--- src/hw/rtl/aec_pkg.sv ---
// ============================================================================
// aec_pkg - alpha edge classifier package
// Shared widths, request codes, table entry and write command types.
// ============================================================================
`default_nettype none

package aec_pkg;

   // Table capacity and field widths
   localparam int MAX_EDGES = 1024;
   localparam int IDX_W     = $clog2(MAX_EDGES);
   localparam int CNT_W     = IDX_W + 1;
   localparam int BR_W      = 11;
   localparam int EPOCH_W   = 4;

   // Request codes carried in req_type
   typedef enum logic [1:0] {
      REQ_CLEAR = 2'd0,
      REQ_LOAD  = 2'd1,
      REQ_QUERY = 2'd2
   } req_code_type;

   // Sweep sequencer states
   typedef enum logic {
      SW_IDLE = 1'b0,
      SW_RUN  = 1'b1
   } sweep_state_type;

   // One row of the largest-incident table, tagged with the tree epoch
   typedef struct packed {
      logic [EPOCH_W-1:0] tag;
      logic [IDX_W-1:0]   val;
   } lat_entry_type;

   // Write commands from the state keeper to the tables
   typedef struct packed {
      logic              a_we;
      logic [IDX_W-1:0]  a_addr;
      logic [BR_W-1:0]   a_data;
      logic              l_we;
      logic [IDX_W-1:0]  l_addr;
      lat_entry_type     l_data;
   } tbl_wr_type;

endpackage

`default_nettype wire

--- src/hw/rtl/aec_state.sv ---
// ============================================================================
// aec_state - tree state keeper
// Holds edge count, root register and epoch; issues table writes for loads
// and runs the table sweep after reset and on epoch wrap.
// ============================================================================
`default_nettype none

module aec_state (
   input  wire logic                            clock,
   input  wire logic                            reset,
   input  wire logic                            accept,
   input  wire logic [1:0]                      req_type,
   input  wire logic signed [aec_pkg::BR_W-1:0] bridge_edge,
   input  wire logic                            pipe_busy,
   output logic                                 sweeping,
   output logic [aec_pkg::CNT_W-1:0]            edge_count,
   output logic signed [aec_pkg::BR_W-1:0]      root_latest,
   output logic [aec_pkg::EPOCH_W-1:0]          epoch,
   output aec_pkg::tbl_wr_type                  tbl_wr
);

   localparam logic [aec_pkg::IDX_W-1:0] LAST_IDX = aec_pkg::IDX_W'(aec_pkg::MAX_EDGES - 1);

   logic [aec_pkg::CNT_W-1:0]       count_ff, count_in;
   logic signed [aec_pkg::BR_W-1:0] root_ff, root_in;
   logic [aec_pkg::EPOCH_W-1:0]     epoch_ff, epoch_in;
   aec_pkg::sweep_state_type        state_ff, state_in;
   logic [aec_pkg::IDX_W-1:0]       sweep_idx_ff, sweep_idx_in;
   logic                            sweep_wr;
   logic                            is_clear, is_load, full, load_ok, raise;
   logic signed [aec_pkg::BR_W-1:0] idx_s;

   // Decode the transfer
   assign is_clear = accept && (req_type == aec_pkg::REQ_CLEAR);
   assign is_load  = accept && (req_type == aec_pkg::REQ_LOAD);
   assign full     = count_ff >= aec_pkg::CNT_W'(aec_pkg::MAX_EDGES);
   assign load_ok  = is_load && !full;
   assign raise    = load_ok && !bridge_edge[aec_pkg::BR_W-1]
                     && ($unsigned(bridge_edge) < aec_pkg::BR_W'(count_ff));
   assign idx_s    = $signed(aec_pkg::BR_W'(count_ff));

   // Count, root register and epoch
   always_comb begin
      count_in = count_ff;
      root_in  = root_ff;
      epoch_in = epoch_ff;
      if (is_clear) begin
         count_in = '0;
         root_in  = -aec_pkg::BR_W'(1);
         epoch_in = epoch_ff + aec_pkg::EPOCH_W'(1);
      end else if (load_ok) begin
         count_in = count_ff + aec_pkg::CNT_W'(1);
         if (bridge_edge[aec_pkg::BR_W-1] && (idx_s > root_ff)) begin
            root_in = idx_s;
         end
      end
   end

   always_ff @(posedge clock) begin
      if (reset) begin
         count_ff <= '0;
         root_ff  <= -aec_pkg::BR_W'(1);
         epoch_ff <= '0;
      end else begin
         count_ff <= count_in;
         root_ff  <= root_in;
         epoch_ff <= epoch_in;
      end
   end

   // Sweep sequencer: rewrite every row with its own index once the pipe drains
   always_comb begin
      state_in     = state_ff;
      sweep_idx_in = sweep_idx_ff;
      sweep_wr     = 1'b0;
      case (state_ff)
         aec_pkg::SW_IDLE: begin
            if (is_clear && (epoch_ff == {aec_pkg::EPOCH_W{1'b1}})) begin
               state_in     = aec_pkg::SW_RUN;
               sweep_idx_in = '0;
            end
         end
         aec_pkg::SW_RUN: begin
            if (!pipe_busy) begin
               sweep_wr     = 1'b1;
               sweep_idx_in = sweep_idx_ff + aec_pkg::IDX_W'(1);
               if (sweep_idx_ff == LAST_IDX) begin
                  state_in = aec_pkg::SW_IDLE;
               end
            end
         end
         default: begin
            state_in = aec_pkg::SW_IDLE;
         end
      endcase
   end

   always_ff @(posedge clock) begin
      if (reset) begin
         state_ff     <= aec_pkg::SW_RUN;
         sweep_idx_ff <= '0;
      end else begin
         state_ff     <= state_in;
         sweep_idx_ff <= sweep_idx_in;
      end
   end

   // Table write commands
   always_comb begin
      tbl_wr.a_we   = load_ok;
      tbl_wr.a_addr = count_ff[aec_pkg::IDX_W-1:0];
      tbl_wr.a_data = $unsigned(bridge_edge);
      tbl_wr.l_we   = raise || sweep_wr;
      if (sweep_wr) begin
         tbl_wr.l_addr      = sweep_idx_ff;
         tbl_wr.l_data.tag  = '0;
         tbl_wr.l_data.val  = sweep_idx_ff;
      end else begin
         tbl_wr.l_addr      = bridge_edge[aec_pkg::IDX_W-1:0];
         tbl_wr.l_data.tag  = epoch_ff;
         tbl_wr.l_data.val  = count_ff[aec_pkg::IDX_W-1:0];
      end
   end

   assign sweeping    = (state_ff == aec_pkg::SW_RUN);
   assign edge_count  = count_ff;
   assign root_latest = root_ff;
   assign epoch       = epoch_ff;

endmodule

`default_nettype wire

--- config.mk ---
export PLATFORM = sky130hd
export DESIGN_NAME = aec_state
export DESIGN_NICKNAME = d
export VERILOG_FILES = /design/src/hw/rtl/aec_pkg.sv /design/src/hw/rtl/aec_state.sv
export SDC_FILE = /design/constraint.sdc
export NUM_CORES = 1
export LEC_CHECK = 0
export ABC_AREA = 0
export BUFFER_PORTS_ARGS = -buffer_cell sky130_fd_sc_hd__buf_2
export CORE_MARGIN = 2
export CORE_UTILIZATION = 40
export CTS_CLUSTER_DIAMETER = 30
export DETAILED_ROUTE_END_ITERATION = 6
export HOLD_SLACK_MARGIN = 0.02
export PLACE_DENSITY = 0.67
export SLEW_MARGIN = 5
export SYNTH_ARGS = -nofsm -noshare
export SYNTH_HDL_FRONTEND = slang
export SYNTH_SLANG_ARGS = --single-unit
export TNS_END_PERCENT = 1
--- constraint.sdc ---
create_clock -name clock -period 6 [get_ports clock]
set_input_delay 0.3 -clock clock [delete_from_list [all_inputs] [get_ports clock]]
set_output_delay 0.3 -clock clock [all_outputs]
set_load 0.01 [all_outputs]
### After elaboration in Yosys (flattened, before gate mapping)

Index checks and enable logic that the tools add are counted.

| word-level totals | value |
|---|---|
| register bits after elaboration | 37 |
| input port bits | 17 |
| output and inout bits | 74 |
| word-level logic and storage cells | 41 |

| operators by class | value |
|---|---|
| add/subtract/negate cells | 3 |
| magnitude comparators | 3 |
| eq/ne operators | 5 |
| mux-type cells | 10 |
| bitwise operators | 1 |
| reductions and logical operators | 14 |

Operators by type and width:

| cell | count |
|---|---|
| 24-bit 2-to-1 mux | 1 |
| 10-bit 2-to-1 mux | 2 |
| 10-bit one-hot mux with 2 select lines | 1 |
| 11-bit by 1-bit adder with 11-bit output, second input constant | 1 |
| 11-bit >= comparator, second input constant | 1 |
| 11-bit > comparator | 1 |
| 11-bit less-than comparator | 1 |
| 10-bit by 1-bit adder with 10-bit output, second input constant | 1 |
| 10-bit == test, second input constant | 1 |
| 1-bit logical AND | 7 |
| 1-bit 2-to-1 mux | 5 |
| 4-bit by 1-bit adder with 4-bit output, second input constant | 1 |
| 4-bit == test, second input constant | 1 |
| 2-bit inequality test, second input constant | 2 |
| 2-bit AND reduction | 2 |
| 2-bit by 1-bit == test with 1-bit output, second input constant | 1 |
| 1-bit logical NOT | 2 |
| 2-bit logical NOT | 1 |
| 1-bit one-hot mux with 2 select lines | 1 |
| 2-bit OR reduction | 1 |
| 1-bit logical OR | 1 |
| 1-bit inverter | 1 |

### Longest topological paths before layout

Gate-level depths: netlist of the first run.

| logic depth | value |
|---|---|
| word-level depth | 6 |
| mapped depth | 8 |
| mapped depth without buffers | 7 |

### Worst setup path after synthesis of the first run

No wires, ideal clock.

| timing path | value |
|---|---|
| path kind | reg-to-reg |
| from | register root_ff (netlist bit root_latest[4]) |
| to | register root_ff (netlist bit root_latest[0]) |
| library setup time | 0.120 ns |
| arrival | 1.941 ns |
| data required time | 5.880 ns |
| slack | 3.939 ns |
| stages on the path, launching flop included | 9 |
| clock period less this slack | 2.061 ns |
| cells stage by stage | dfxtp_1 > inv_1 > ha_1 > a21o_1 > a21o_1 > a2111oi_2 > buf_2 > nor3_1 > a211o_1 |

| between the ends | value |
|---|---|
| word-level cells in the longest chain between the ends | 3 |

RTL lines:

| what | line | source |
|---|---|---|
| from (decl) | aec_state.sv:25 | `logic signed [aec_pkg::BR_W-1:0] root_ff, root_in;` |
| from (signal assigned) | aec_state.sv:62 | `root_ff <= -aec_pkg::BR_W'(1);` |
| from (signal assigned) | aec_state.sv:66 | `root_ff <= root_in;` |
| 11-bit > comparator | aec_state.sv:53 | `if (bridge_edge[aec_pkg::BR_W-1] && (idx_s > root_ff)) begin` |
| 1-bit logical AND | aec_state.sv:53 |  |
| 2-bit AND reduction (no source line) | -- |  |

No other way between the ends.
A chain may end at the register's enable or synchronous reset.

### Worst setup path after layout of the first run

| timing path | value |
|---|---|
| from | register root_ff (netlist bit root_latest[4]) |
| to | register root_ff (netlist bit root_latest[9]) |

Same word-level chain as after synthesis.

==> results, run 1 <==
- The run finished with clean final reports.
- The layout cell share with drive strength beyond 1 is 0.2698.
- The worst hold endpoint is sweeping.
- The async set-or-reset flop fraction in the synthesized netlist is 0.
- The endpoint identified for the worst register-to-register timing path is root_latest[9].
- The fmax is 371.1 MHz.
- The number of library cell types mapped by synthesis is 44.
- The worst register-to-register path begins at root_latest[4].
- After clock tree synthesis, the clock-pin slew on the worst setup and hold paths is roughly 70 ps.
- Max-cap violations in this run came to 0.
- The routed wirelength normalized by instance count is 14.01 um.
- STA puts the critical path data required time at a little over 6000 ps.
- Pin placement for this block handled approximately 90 I/O pins.
- The detailed-route vias per instance is approximately 5.2.
- The number of nets handed over by synthesis was 354.
- The routed design could run at a clock period as short as 2695 ps.
- Counting flops with a built-in enable in the synthesized netlist gives 0.
- By instance count, the leading cell after synthesis is nand2_1.
- In this run the horizontal extent of the chip is 82.36 um.
- The class of the worst hold path is in2reg.
- The portion of the clock cycle consumed by the worst path in the final layout is 0.4491.
- The region available for standard cell placement spans ~0.006 mm2.
- In this run the vertical extent of the chip is 82.36 um.
- The worst-case reg-to-reg path depth is 7.
- The cell family contributing the most delay on the critical path is compound AO/OA/AOI/OAI gates.
- The signal on the critical path passes through inv_1 > ha_1 > a21o_1 > a21o_1 > a2111oi_2 > or2_1 > a211o_1.
- The delay of the slowest cell on the worst path is 920 ps.
- For this design the static power due to leakage is 0.001470 uW.
- The post-CTS setup buffer count is 0.
- The maximum number of pins on one net before global-route repair is 29.
- In the global route stage, overall resource usage came out at 0.1948.
- The worst setup path is captured at a flip-flop.
- The die covers 0.006783 mm2.
- The via total after detailed routing is 2372.
- The count of buffers from port buffering is 90.
- The first detailed-routing pass ran for 4 iterations.
- Summed over all layers, the global routing overflow is 0.
- For the worst setup path, the data arrival time is 2920 ps.
- After the first detailed-routing iteration, the DRC count stood at between 100 and 150.
- The number of H-tree levels is 2.
- The startpoint identified for the worst hold timing path is pipe_busy.
- The slowest cell on the critical path is a2111oi_2.
- The number of nets still failing antenna checks after routing is 0.
- The number of clock buffers inserted by TritonCTS is 5.
- The largest driver fanout on the critical path is 11.
- The via count of the first global-routing pass is ~2.1k.
- The count of standard-cell rows is 28.
- The number of hold-slack violations in the final timing report is 0.
- The initial utilization of the core area, before any placement, comes to 0.4148.
- Power spread over the standard cell area amounts to 174.5 mW/mm2.
- The largest vdd supply drop is 0.1124 mV.
- In the final design database the tool counted 419 nets.
- The number of antenna violations at the first check in global routing is 0.
- The class of the most critical setup path is reg2reg.
- The root cell of the clock tree is clkbuf_8.
- The cell that appears most often on the critical path is a21o_1.
- Synthesis handed over a netlist of 313 instances.
- The total of flip-flops plus latches after synthesis is 37.
- Post-CTS repair changed the size of 0 cells.
- At the end of routability-driven placement, the weighted congestion stood at 0.8549.
- The CTS tree is yes.
- The maximum buffer depth of the clock tree is 2.
- The number of gates on the worst path with buffers counted is 7.
- In this run the cell area of the synthesized design comes to 0.002456 mm2.
- The overall power after layout is ~500 uW.
- The later pin in the worst-skew pair is clocked with a latency of 280 ps.
- The total inserted antenna cells is 0.
- Of the post-synthesis cell area, the dominant cell type holds 0.3016.
- Compared with the post-synthesis result, the final layout area differs by 17.22%.
- The setup TNS is 0 ps.
- Setup repair after global routing left no endpoint under its margin.
- The detailed-placement wirelength estimate is 4863 um.
- The max-slew violation total from the final report is 0.
- In this run the tightest slew margin relative to its limit is 0.3305.
- Counting both buffers and inverters, the worst setup path holds a total of 1.
- The hold-fix buffer count after cts is 0.
- The routed design has 6345 um of wire.
- For flop-to-flop paths, the worst setup slack is ~3300 ps.
- Setup violations remaining at the end of the flow were counted as 0.
- The clock arrives with 7.482 ps of skew.
- For this run, the leading register cell type out of synthesis is dfxtp_1.
- The average cell area after synthesis is 7.847 um2.
- The first global-routing pass estimated a little over 10000 um of wire.
- At the pin with the least slew margin, the transition time is 1002 ps.
- For this run, design rule violations remaining after detail routing come to 0.
- The worst setup path is launched from a flip-flop.
- The CTS sink count is 37.
- The number of cells on the worst hold path is 3.
- The leading area contributor after synthesis is dfxtp_1.
- The synthesis warning total is 0.
- The commonest cells after synthesis are nand2_1 (40), dfxtp_1 (37), nor2_1 (27).
- In the post-synthesis netlist, the biggest area contributors are dfxtp_1 (30%), ha_1 (12%), buf_4 (7.0%), nand2_1 (6.1%), nor2_1 (4.1%).
- The fraction of the yosys area taken by sequential cells is 0.3016.
logic make-up (layout without fill, tap and decap cells):
family | Yosys count | count (layout) | share of synthesized area
simple gates | 122 | 122 | 0.2410
xor+xnor | 14 | 14 | 0.04992
buf+inv | 57 | 122 | 0.1258
flops | 37 | 37 | 0.3016
fa+ha+maj | 24 | 24 | 0.1223
mux | 1 | 1 | 0.004076
compound gates | 58 | 58 | 0.1554
area by class of cell:
class	count	area, um2
Clock buffer	7	86.33
Multi-Input combinational cell	219	1406
Sequential cell	37	740.7
Fill cell	598	3042
Tap cell	75	93.84
Timing Repair Buffer	92	465.4
Inverter	23	86.33
worst max-delay path by stage:
| stage | startpoint | to | slack [ps] |
|---|---|---|---|
| floorplan | root_latest[4] | root_latest[0] | 3940 |
| global placement | root_latest[4] | root_latest[4] | 3470 |
| detailed placement | root_latest[4] | root_latest[9] | 3360 |
| CTS | root_latest[4] | root_latest[9] | 3340 |
| global route | edge_count[8] | root_latest[7] | 3010 |
| finish | root_latest[4] | root_latest[9] | 3310 |
metal layers:
layer,vias up,track usage,wire length (um)
met1,1098,0.2806,3079
met4,0,0.06000,118
met2,81,0.2919,2727
li1,1183,-,-
met5,-,0,0
met3,10,0.03804,419
cells in the final DEF (no fill, tap or decap), drive strengths merged, types with 2 or more instances in the layout:
cell / netlist / routed
buf: 26 / 92
nand2: 40 / 40
dfxtp: 37 / 37
nor2: 27 / 27
ha: 24 / 24
inv: 23 / 23
a21oi: 16 / 16
o21ai: 15 / 15
nor3: 11 / 11
a211o: 10 / 10
xnor2: 10 / 10
nand4: 8 / 8
nand3: 7 / 7
clkbuf: 8 / 7
nand2b: 6 / 6
and3: 6 / 6
a21o: 5 / 5
and2: 4 / 4
xor2: 4 / 4
or3: 3 / 3
or2: 3 / 3
a31oi: 2 / 2
a311oi: 2 / 2
stage by stage:
stage / area [um2] / utilization / hold slack [ps] / cells / setup slack, ps
3_3_place_gp: 2793 / 0.4717 / 464.8 / 446 / 3467
6_report: 2879 / 0.4863 / 263.3 / 453 / 3305
4_1_cts: 2879 / 0.4863 / 259.4 / 453 / 3341
3_5_place_dp: 2793 / 0.4717 / 470.5 / 446 / 3358
5_1_grt: 2879 / 0.4863 / 279.9 / 453 / 3008
2_1_floorplan: 2456 / - / 434.2 / 313 / 3939
power by group:
| part | internal [uW] | switching [uW] | leakage, uW |
|---|---|---|---|
| registers | 250 | 4.77 | 0.000300 |
| logic | 28.4 | 41.3 | 0.00113 |
| clock network | 91.3 | 86.9 | 0.0000443 |
worst reg2reg max path: cells and delay by family, from the launching register on:
kind / cells / cell delay [ps]
buffers and inverters: 1 / 50
and+or+nand+nor: 1 / 480
adders and majority gates: 1 / 280
AOI/OAI and AO/OA: 4 / 1480
DFF: 1 / 360
flip-flops by register name, summed over array words and instances (netlist names):
register and flops:
root_latest 11, sweep_idx_ff 10, sweeping 1, epoch 4
edge_count 11
(Power assumes the default switching activity.)
==> run 2: changes to the inputs <==
ABC_AREA = 1   (was 0)
PLACE_DENSITY = 0.66   (was 0.67)
clock period = 2.75 ns   (was 6 ns; I/O delays follow)
==> results, run 2 <==
- The final instance area was 0.003037 mm2 (+5.5%).
- The top-level port count came to 91 (unchanged).
- The final count of negative-setup-slack endpoints is 0 (unchanged).
- The commonest cells after synthesis are nand2_1 (84), inv_1 (56), dfxtp_1 (37).
- The startpoint identified for the worst hold timing path is reset.
- The fmax is 449.8 MHz.
- In the finished design, the share of the clock period the worst path needs comes to 0.8084.
- The worst-case reg-to-reg path depth is 10 (+3).
- The post-CTS setup buffer count is 0 (unchanged).
- For hold timing, the worst endpoint is sweep_idx_ff[0].
- The count of buffers from port buffering is 90 (unchanged).
- Setup repair after global routing left no endpoint under its margin.
- The total power density per cell area is 399.1 mW/mm2 (+130%).
- The number of H-tree levels is 2 (unchanged).
- The synthesis warning total is 0 (unchanged).
- The wire length of the first global-routing pass is 10650 um (+5.7%).
- The total inserted antenna cells is 0 (unchanged).
- The number of clock buffers inserted by TritonCTS came to 5 (unchanged).
- The largest driver fanout on the critical path was 6 (-5).
- The number of maximum-capacitance constraint violations is 0 (unchanged).
- The path class of the tightest hold or removal check is in2reg.
- The source of the worst register-to-register timing path is edge_count[0].
- The area of the die is 0.007065 mm2 (+4.2%).
- Leaving out fill and tap cells, the most frequent cell in the layout is buf_2.
- The starting DRC count in detailed routing is 121 (+10%).
- The root cell of the clock tree is clkbuf_8.
- By area the synthesized netlist is led by dfxtp_1 (29%), nand2_1 (12%), ha_1 (12%), inv_1 (8.2%), nand3_1 (7.0%).
- The fraction of the yosys area taken by sequential cells is 0.2889 (-0.01266).
- The combined area of all synthesized cells is 0.002564 mm2 (+4.4%).
- The DRC violation count after routing came to 0 (unchanged).
- The filler cell count in the final layout is 654 (+9.4%).
- The via count of the first global-routing pass is 2338 (+13%).
- The max-slew violation total from the final report is 0 (unchanged).
- Leaving out fill and tap cells, the most frequent cells in the layout are buf_2 (90), nand2_1 (84), inv_1 (56).
- The number of antenna violations at the first check in global routing is 0 (unchanged).
- The post-synthesis net count is 425 (+20%).
- The normalized max-slew margin is 0.6713 (+0.3408).
- The overall overflow remaining after global route is 0 (unchanged).
- The number of library cell types mapped by synthesis is 29 (-34%).
- The number of cells on the worst hold path is 2 (-1).
- The type of element capturing the critical path is an output port.
- The total of flip-flops plus latches after synthesis is 37 (unchanged).
- The final critical-path required period is 2223 ps.
- The leading area contributor after synthesis is dfxtp_1.
- The number of iterations in the first detailed-routing pass is 4 (unchanged).
- The average cell area after synthesis is 6.676 um2 (-15%).
- The actual slew at the worst max-slew pin is 492.5 ps (-509.7 ps).
- The layout cell share with drive strength beyond 1 came to 0.2401 (-0.02975).
- The number of hold-slack violations in the final timing report is 0 (unchanged).
- The count of standard-cell rows is 29 (+3.6%).
- The largest vdd supply drop is 0.2032 mV (+81%).
- The tightest hold margin is 152.6 ps (-110.6 ps).
- The total leakage power is 0.001641 uW (+12%).
- The maximum number of pins on one net before global-route repair came to 27 (-6.9%).
- The cell with the most instances after synthesis is nand2_1.
- The cell count after synthesis is 384 (+23%).
- The area inside the core boundary is 0.006277 mm2 (+6.0%).
- The area after detailed placement is 0.002922 mm2 (+4.6%).
- The register-to-register setup slack is 820 ps (-2490 ps).
- The clock-pin slew of the registers on the worst-case setup and hold paths is 90 ps (+20 ps).
- The fraction of the core area covered by cells at the end of the flow was 0.4838 (-0.002509).
- The routed wirelength normalized by instance count was 12.24 um (-13%).
- The number of nets still failing antenna checks after routing is 0 (unchanged).
- The startpoint class of the critical path is a flip-flop.
- The hold-fix buffer count after cts is 0 (unchanged).
- The capturing point of the worst reg2reg path is root_latest[6].
- From synthesis to final layout, the design area changed by 18.45%.
- The combined global-route utilization of all metal layers was 0.1817 (-0.01316).
- The setup TNS is 0 ps (unchanged).
- The detailed-route vias per instance is 4.934 (-5.8%).
- The effective utilization at floorplan is 0.4084 (-0.006424).
- The worst clock skew is 8.040 ps (+0.5578 ps).
- The data arrival at the endpoint of the critical path was 2090 ps (-830 ps).
- In the synthesized netlist the dominant register cell turns out to be dfxtp_1.
- The fraction of synthesized cell area taken by the top area cell type is 0.2889 (-0.01266).
- The overall power after layout is 1212 uW (+140%).
- The class of the most critical setup path is reg2out.
- The via total after detailed routing is 2620 (+10%).
- The CTS sink count came to 37 (unchanged).
- The detailed-route wire length is 6500 um (+2.4%).
- The async set-or-reset flop fraction in the synthesized netlist is 0 (unchanged).
- The detailed-placement wirelength estimate is 5057 um (+4.0%).
- The floorplan die width is 84.06 um (+2.1%).
- The count of instances resized after the clock tree is built was 0 (unchanged).
- The maximum buffer depth of the clock tree is 2 (unchanged).
- The height of the chip is 84.06 um (+2.1%).
- The net count of the finished layout is 494 (+18%).
- TritonCTS built the clock tree.
- The clock insertion delay at the later pin of the skew report was 290 ps (about the same).
- The flow ran to the end, and the final reports show no timing, DRC or antenna violations.
- The final RePlAce weighted congestion is 0.8657 (+1.3%).
- The worst endpoint required time was 2610 ps (-3610 ps).
- The number of enable flip-flop cells after synthesis is 0 (unchanged).
## run 2: changes by cell type after synthesis, moves of 14 or more
cell | before | now
nand2_1 | 40 | 84
nand3_1 | 7 | 36
a21oi_1 | 16 | 30
o21ai_0 | 15 | 29
inv_1 | 23 | 56
## run 2: worst max-delay path by stage
stage / startpoint / end / slack [ps] / cells past startpoint
global route: edge_count[8] / tbl_wr[24] / 400 / 8
CTS: edge_count[8] / tbl_wr[24] / 520 / 8
detailed placement: edge_count[9] / root_latest[8] / 820 / 11
finish: edge_count[8] / tbl_wr[24] / 530 / 8
global placement: edge_count[9] / root_latest[1] / 840 / 11
floorplan: root_latest[10] / root_latest[0] / 1100 / 11
## run 2: through the flow
step | setup WS, ps | cells
6_report | 527.0 | 531
5_1_grt | 398.9 | 531
4_1_cts | 515.1 | 531
3_5_place_dp | 815.5 | 523
3_3_place_gp | 841.0 | 523
2_1_floorplan | 1099 | 384
## run 2: final cells by class
cell class,instances,area [um2],share of cell area
Timing Repair Buffer,93,473.0,0.1557
Tap cell,77,96.34,0.03173
Clock buffer,5,68.82,0.02266
Clock inverter,3,46.29,0.01525
Multi-Input combinational cell,258,1394,0.4590
Sequential cell,37,740.7,0.2439
Inverter,58,217.7,0.07169
## run 2: cells by family (layout without fill, tap and decap cells)
logic type / Yosys count / count (layout) / share of synthesized area
buffers and inverters: 89 / 159 / 0.1674
and+or+nand+nor: 170 / 170 / 0.2972
xor gates and xnor gates: 1 / 1 / 0.003417
adders and majority gates: 24 / 24 / 0.1171
AOI/OAI and AO/OA: 63 / 63 / 0.1259
DFF: 37 / 37 / 0.2889
## run 2: metal layers
metal / track usage / wire length, um / up-vias
met5: 0 / 0 / -
met1: 0.2338 / 3057 / 1175
li1: - / - / 1367
met2: 0.3139 / 3065 / 72
met3: 0.02967 / 318 / 6
met4: 0.04692 / 59 / 0
## run 2: worst max-delay path: stages, from the launching register on
cell and delay, ps:
dfxtp_1 460, inv_1 160, ha_1 320, a21oi_1 130, nor2_1 50, a211oi_1 200, nand3_1 120, o21ai_0 190
buf_2 170
## run 2: report_power, final
part	internal [uW]	switching, uW	leakage (uW)	total [uW]
combinational	61.6	100	0.00129	162
clock	272	222	0.0000543	494
sequential	546	10.5	0.000300	556
